[src/hdl/tdp_pkg.sv]
package tdp_pkg;

   // default operand width of the block
   localparam int DATA_WIDTH_DEFAULT = 32;

   // first trial divisor of the wheel and its step
   localparam int WHEEL_START = 5;
   localparam int WHEEL_STEP  = 6;

   // status of the shared remainder unit
   typedef struct packed {
      logic done;
      logic zero;
   } rem_stat_type;

endpackage

[src/hdl/tdp_rem.sv]
module tdp_rem #(
   parameter int DATA_WIDTH = tdp_pkg::DATA_WIDTH_DEFAULT
) (
   input  logic                    clock,
   input  logic                    reset,
   input  logic                    start,
   input  logic [DATA_WIDTH-1:0]   dividend,
   input  logic [DATA_WIDTH-1:0]   divisor,
   output tdp_pkg::rem_stat_type   stat
);
   import tdp_pkg::*;

   localparam int CNT_W = $clog2(DATA_WIDTH + 1);

   logic                  busy_ff, busy_in;
   logic                  done_ff, done_in;
   logic [CNT_W-1:0]      count_ff, count_in;
   logic [DATA_WIDTH-1:0] dvd_ff, dvd_in;
   logic [DATA_WIDTH-1:0] rem_ff, rem_in;
   logic [DATA_WIDTH-1:0] dvs_ff, dvs_in;
   logic [DATA_WIDTH:0]   shifted;
   logic [DATA_WIDTH:0]   diff;

   // one restoring step: shift in the next dividend bit, subtract if it fits
   assign shifted = {rem_ff, dvd_ff[DATA_WIDTH-1]};
   assign diff    = shifted - {1'b0, dvs_ff};

   always_comb begin
      busy_in  = busy_ff;
      done_in  = 1'b0;
      count_in = count_ff;
      dvd_in   = dvd_ff;
      rem_in   = rem_ff;
      dvs_in   = dvs_ff;
      if (start) begin
         busy_in  = 1'b1;
         count_in = CNT_W'(DATA_WIDTH);
         dvd_in   = dividend;
         dvs_in   = divisor;
         rem_in   = '0;
      end else if (busy_ff) begin
         dvd_in   = {dvd_ff[DATA_WIDTH-2:0], 1'b0};
         rem_in   = diff[DATA_WIDTH] ? shifted[DATA_WIDTH-1:0] : diff[DATA_WIDTH-1:0];
         count_in = count_ff - CNT_W'(1);
         if (count_ff == CNT_W'(1)) begin
            busy_in = 1'b0;
            done_in = 1'b1;
         end
      end
   end

   // control state
   always_ff @(posedge clock) begin
      if (reset) begin
         busy_ff  <= 1'b0;
         done_ff  <= 1'b0;
         count_ff <= '0;
      end else begin
         busy_ff  <= busy_in;
         done_ff  <= done_in;
         count_ff <= count_in;
      end
   end

   // datapath
   always_ff @(posedge clock) begin
      dvd_ff <= dvd_in;
      rem_ff <= rem_in;
      dvs_ff <= dvs_in;
   end

   assign stat.done = done_ff;
   assign stat.zero = (rem_ff == '0);

`ifndef SYNTHESIS
   a_no_restart : assert property (@(posedge clock) disable iff (reset)
      start |-> !busy_ff)
      else $error("remainder unit restarted while busy");
   a_last_step_done : assert property (@(posedge clock) disable iff (reset)
      (busy_ff && !start && count_ff == CNT_W'(1)) |=> (done_ff && !busy_ff))
      else $error("remainder unit missed its completion");
   a_done_idle : assert property (@(posedge clock) disable iff (reset)
      done_ff |-> !busy_ff)
      else $error("remainder done while still busy");
`endif

endmodule

[config.mk]
export PLATFORM = sky130hd
export DESIGN_NAME = tdp_rem
export DESIGN_NICKNAME = d
export VERILOG_FILES = /design/src/hdl/tdp_pkg.sv /design/src/hdl/tdp_rem.sv
export SDC_FILE = /design/constraint.sdc
export NUM_CORES = 1
export LEC_CHECK = 0
export BUFFER_PORTS_ARGS = -buffer_cell sky130_fd_sc_hd__buf_2
export CAP_MARGIN = 20
export CORE_ASPECT_RATIO = 0.7
export CORE_UTILIZATION = 35
export CTS_CLUSTER_DIAMETER = 80
export CTS_CLUSTER_SIZE = 28
export DETAILED_ROUTE_END_ITERATION = 6
export PLACE_DENSITY_LB_ADDON = 0.08
export SYNTH_ARGS = -nofsm -noshare
export SYNTH_HDL_FRONTEND = slang
export SYNTH_SLANG_ARGS = --single-unit
[constraint.sdc]
create_clock -name clock -period 4.3 [get_ports clock]
set_clock_uncertainty 0.05 [all_clocks]
set_input_delay 0 -clock clock [delete_from_list [all_inputs] [get_ports clock]]
set_output_delay 0 -clock clock [all_outputs]
set_load 0.1 [all_outputs]
---- Word level (Yosys, flattened, before mapping) ----
Index checks and enable logic that the tools add are counted.
word-level totals
  register bits after elaboration ......... 104
  bits in latches ......................... 0
  memory bits (writable) .................. 0
  bits in read-only memories .............. 0
  input port bits ......................... 67
  output and inout port bits .............. 2
  word-level logic and storage cells ...... 24
  memories ................................ 0
cells by class
  add/subtract/negate cells ............... 2
  $mul .................................... 0
  div/mod/pow operators ................... 0
  order comparisons ....................... 0
  eq/ne operators ......................... 1
  shift operators ......................... 0
  muxes and demuxes ....................... 9
  bitwise logic cells ..................... 1
  reductions and logical operators ........ 4
operators by type and width
  kind                                                 count
  2-to-1 mux 32 bit                                    3
  subtractor 33 x 32 -> 33 bit                         1
  zero test 32 bit                                     1
  2-to-1 mux 6 bit                                     2
  equality test 6 x 1 -> 1 bit, second input constant  1
  subtractor 6 x 1 -> 6 bit, second input constant     1
  2-to-1 mux 1 bit                                     4
  OR reduction 3 bit                                   1
  nonzero test 2 bit                                   1
  OR reduction 2 bit                                   1
  NOT 1 bit                                            1

---- Depth between registers and ports, before layout ----
  word-level depth ........................ 4
  depth in mapped cells ................... 14
  depth with buffers taken out ............ 12

---- Worst setup path after synthesis ----
OpenSTA, ideal clock, no wires.
  path kind ............................... reg2reg
  from .................................... register dvd_ff[31]
  to ...................................... register rem_ff[27]
  setup time .............................. 0.088 ns
  arrival time ............................ 2.722 ns
  data required time ...................... 4.162 ns
  slack ................................... 1.440 ns
  stages on the path, launching flop included .. 14
  buffers on the path ..................... 1
  period minus slack after synthesis ...... 2.860 ns
  path through ............................ edfxtp_1 > inv_1 > ha_1 > fa_1 > nand2b_1 > a21oi_1 > o21ai_2 > o2111ai_1 > nand3_1 > and4_1 > buf_6 > and3_1 > mux2_2 > nor4_2
on the way
  longest elaborated chain between the ends .. 2
ends and longest elaborated chain
  element                       RTL line       RTL
  from (decl)                   tdp_rem.sv:18  logic [DATA_WIDTH-1:0] dvd_ff, dvd_in;
  from (signal assigned)        tdp_rem.sv:67  dvd_ff <= dvd_in;
  subtractor 33 x 32 -> 33 bit  tdp_rem.sv:26  assign diff = shifted - {1'b0, dvs_ff};
  2-to-1 mux 32 bit             tdp_rem.sv:43  rem_in = diff[DATA_WIDTH] ? shifted[DATA_WIDTH-1:0] : diff[DATA_WIDTH-1:0];
  to (signal assigned)          tdp_rem.sv:68  rem_ff <= rem_in;
  to (decl)                     tdp_rem.sv:19  logic [DATA_WIDTH-1:0] rem_ff, rem_in;
Every way passes these cells.
A chain may end at the register's enable or synchronous reset.

---- Worst setup path in the final report ----
  from .................................... register dvd_ff[31]
  to ...................................... register rem_ff[24]
The elaborated chain is that of the path after synthesis.

==> results.py <==
metrics = {
    "place": {
        "dp_hpwl_um": 10500,
        "port_buffers": 68,
        "dpl_cell_area_um2": 6610,
        "gp_congestion": 0.866,
    },
    "worst_hold_path": {
        "hp-class": "input port to flop",
    },
    "logic_synthesis": {
        "yosysTopAreaCellShare": 0.317,
        "ys_types": 61,
        "synth_flop_cell": "edfxtp_1",
        "syn-num-nets": 719,
        "synthCells": 617,
        "synth_edf_count": 64,
        "synth_common_cells": "nor2_1 (70), edfxtp_1 (64), a21oi_1 (43), inv_1 (43), dfxtp_1 (40)",
        "synthArstFlopShare": 0,
        "yosysMostFrequentCell": "nor2_1",
        "yosys.area.top_type": "edfxtp_1",
        "yosysWarnings": 0,
        "ys_seq_area_frac": 0.449,
        "ys_top_cells_by_area": "edfxtp_1 (32%), dfxtp_1 (13%), ha_1 (7.0%)",
        "syn-cell-area_um2": 6060,
        "synth_seq_cells": 104,
        "syn_avg_cell_area_um2": 9.82,
    },
    "clock_network": {
        "cts_root_buffer": "clkbuf_16",
        "cts_tree": "yes",
        "worstSkewPairLatency_ps": 350,
        "path_clk_slew_ps": 80,
        "cts_made_buffers": 9,
        "htreeDepth": 3,
        "clk_path_buf_depth": 2,
        "cts.sinks": 104,
    },
    "route": {
        "drtIter0Drc": 242,
        "postRouteAntennaNets": 0,
        "vias_per_cell": 5.07,
        "drcViolationCount": 0,
        "routed_wl_um": 14700,
        "post_drt_wl_per_cell_um": 15.1,
        "dr.pass1.iters": 4,
        "num_vias": 4917,
    },
    "finish": {
        "seqCellArea_um2": 2720,
        "final_nets": 841,
        "multi_input_area_um2": 3050,
        "area_growth_pct": 25.3,
        "drive_gt1_frac": 0.175,
        "fillers": 1638,
        "design_area_um2": 7590,
        "utilization": 0.456,
        "diodes": 0,
    },
    "global_routing": {
        "grt_max_degree": 43,
        "overflow": 0,
        "gr-usage-all-layers": 0.174,
        "grt_pass1_wl_um": 24800,
        "gr-usage-met1": 0.258,
        "grt_pass1_vias": 4854,
        "use_met3": 0.0325,
        "grt.busiest_layer": "met1",
        "grt_use_met2": 0.258,
        "grt_antenna_before_repair": 0,
    },
    "sta": {
        "tns_ps": 0,
        "timing.final.max_slew_violations": 0,
        "worstMarginPinSlew_ps": 843,
        "grt_setup_unrepaired": "no",
        "clock.fmax_mhz": 284,
        "relSlewSlack": 0.438,
        "fin_crit_ps": 3520,
        "final-hold-violation-count": 0,
        "fin_crit_sh": 0.819,
        "setup_viol": 0,
    },
    "power": {
        "ir_worst_vdd_mv": 0.229,
        "powerDensity_nw_per_um2": 349,
        "leakagePower_nw": 3.17,
    },
    "run": {
        "drv_cap": 0,
    },
    "setup_path": {
        "start_kind": "flop",
        "end_kind": "flop",
        "cp_max_fo": 14,
        "crit_required_ps": 4480,
        "r2r_slack_ps": 780,
        "path_class": "flop to flop",
        "arrival_ps": 3700,
    },
    "die": {
        "die_width_um": 159,
        "initial_core_util": 0.364,
        "ios": 69,
        "die_h_um": 112,
        "rows": 39,
        "dieArea_um2": 17800,
        "fp.coreArea_um2": 16600,
    },
    "status": {
        "status": "completed",
    },
}
-- critical path, stage by stage, from the launching register on --
cell	delay (ps)
edfxtp_1	330
inv_1	50
ha_1	220
fa_1	390
nand2b_1	170
a21oi_1	230
o21ai_2	140
o2111ai_1	300
a211o_1	200
and4_1	740
mux2_1	390
mux2i_1	140
nor2_1	50
-- metal layers --
metal | share of wire | vias to the layer above
li1 | - | 2493
met1 | 0.54 | 2327
met2 | 0.41 | 82
met3 | 0.035 | 15
met4 | 0.013 | 0
met5 | 0 | -
-- registers in the layout, indices dropped and copies added, names as in the netlist --
signal	cells
dvs_ff	32
busy_ff	1
count_ff	6
dvd_ff	32
done_ff	1
rem_ff	32
-- layout by cell type (no fill, tap or decap), types with 11 or more instances in the layout --
cell type and instances:
xnor2_1 14, a21oi_1 43, mux2_2 32, inv_1 43, xor2_1 14, nor4_1 11
o21ai_0 21, ha_1 34, mux2i_1 13, dfxtp_1 39, nor3_1 12, edfxtp_1 64
nand2_1 34, a21o_1 19, buf_2 67, dlygate4sd3_1 66, a211oi_1 26, nor2_1 70
-- path summary, 6_finish.rpt --
check                   start    endpoint  depth (start not counted)
setup / recovery   dvd_ff[31]  rem_ff[24]                         12
hold / removal    divisor[14]  dvs_ff[14]                          2
setup reg to reg   dvd_ff[31]  rem_ff[24]                         12
hold reg to reg    rem_ff[21]  rem_ff[21]                          2
-- through the flow --
step	setup slack [ps]	instances	hold WS (ps)	power, mW
2_1_floorplan	1440	617	22.4	1.58
3_3_place_gp	910	887	127	1.73
3_5_place_dp	769	887	128	1.73
4_1_cts	736	969	282	2.68
5_1_grt	568	969	286	2.80
6_report	780	969	300	2.65
-- power by group --
group | switching (mW) | internal, mW | leakage, nW
Clock | 0.418 | 0.472 | 0.158
Combinational | 0.298 | 0.260 | 2.05
Sequential | 0.0498 | 1.15 | 0.964
-- area by class of cell --
type                       count  area share
multi-input combinational    440       0.401
sequential                   104       0.359
timing repair buffer         140       0.138
tap                          225      0.0371
clock buffer                   9      0.0297
inverter                      44      0.0218
clock inverter                 7      0.0129
-- cell families after synthesis --
logic type	after synthesis	synth area share
buf+inv	73	0.0477
mux	46	0.0828
compound gates	155	0.168
xor+xnor	28	0.0405
simple gates	176	0.138
flops	104	0.449
fa+ha+maj	35	0.0735
-- repair_timing --
item | 4_1_cts | 5_1_grt
gates resized for setup | 0 | 0
hold buffers | 66 | 0
buffers inserted | 0 | 0
hold endpoints to repair | 73 | 0
Power figures use the tool's default switching activity.
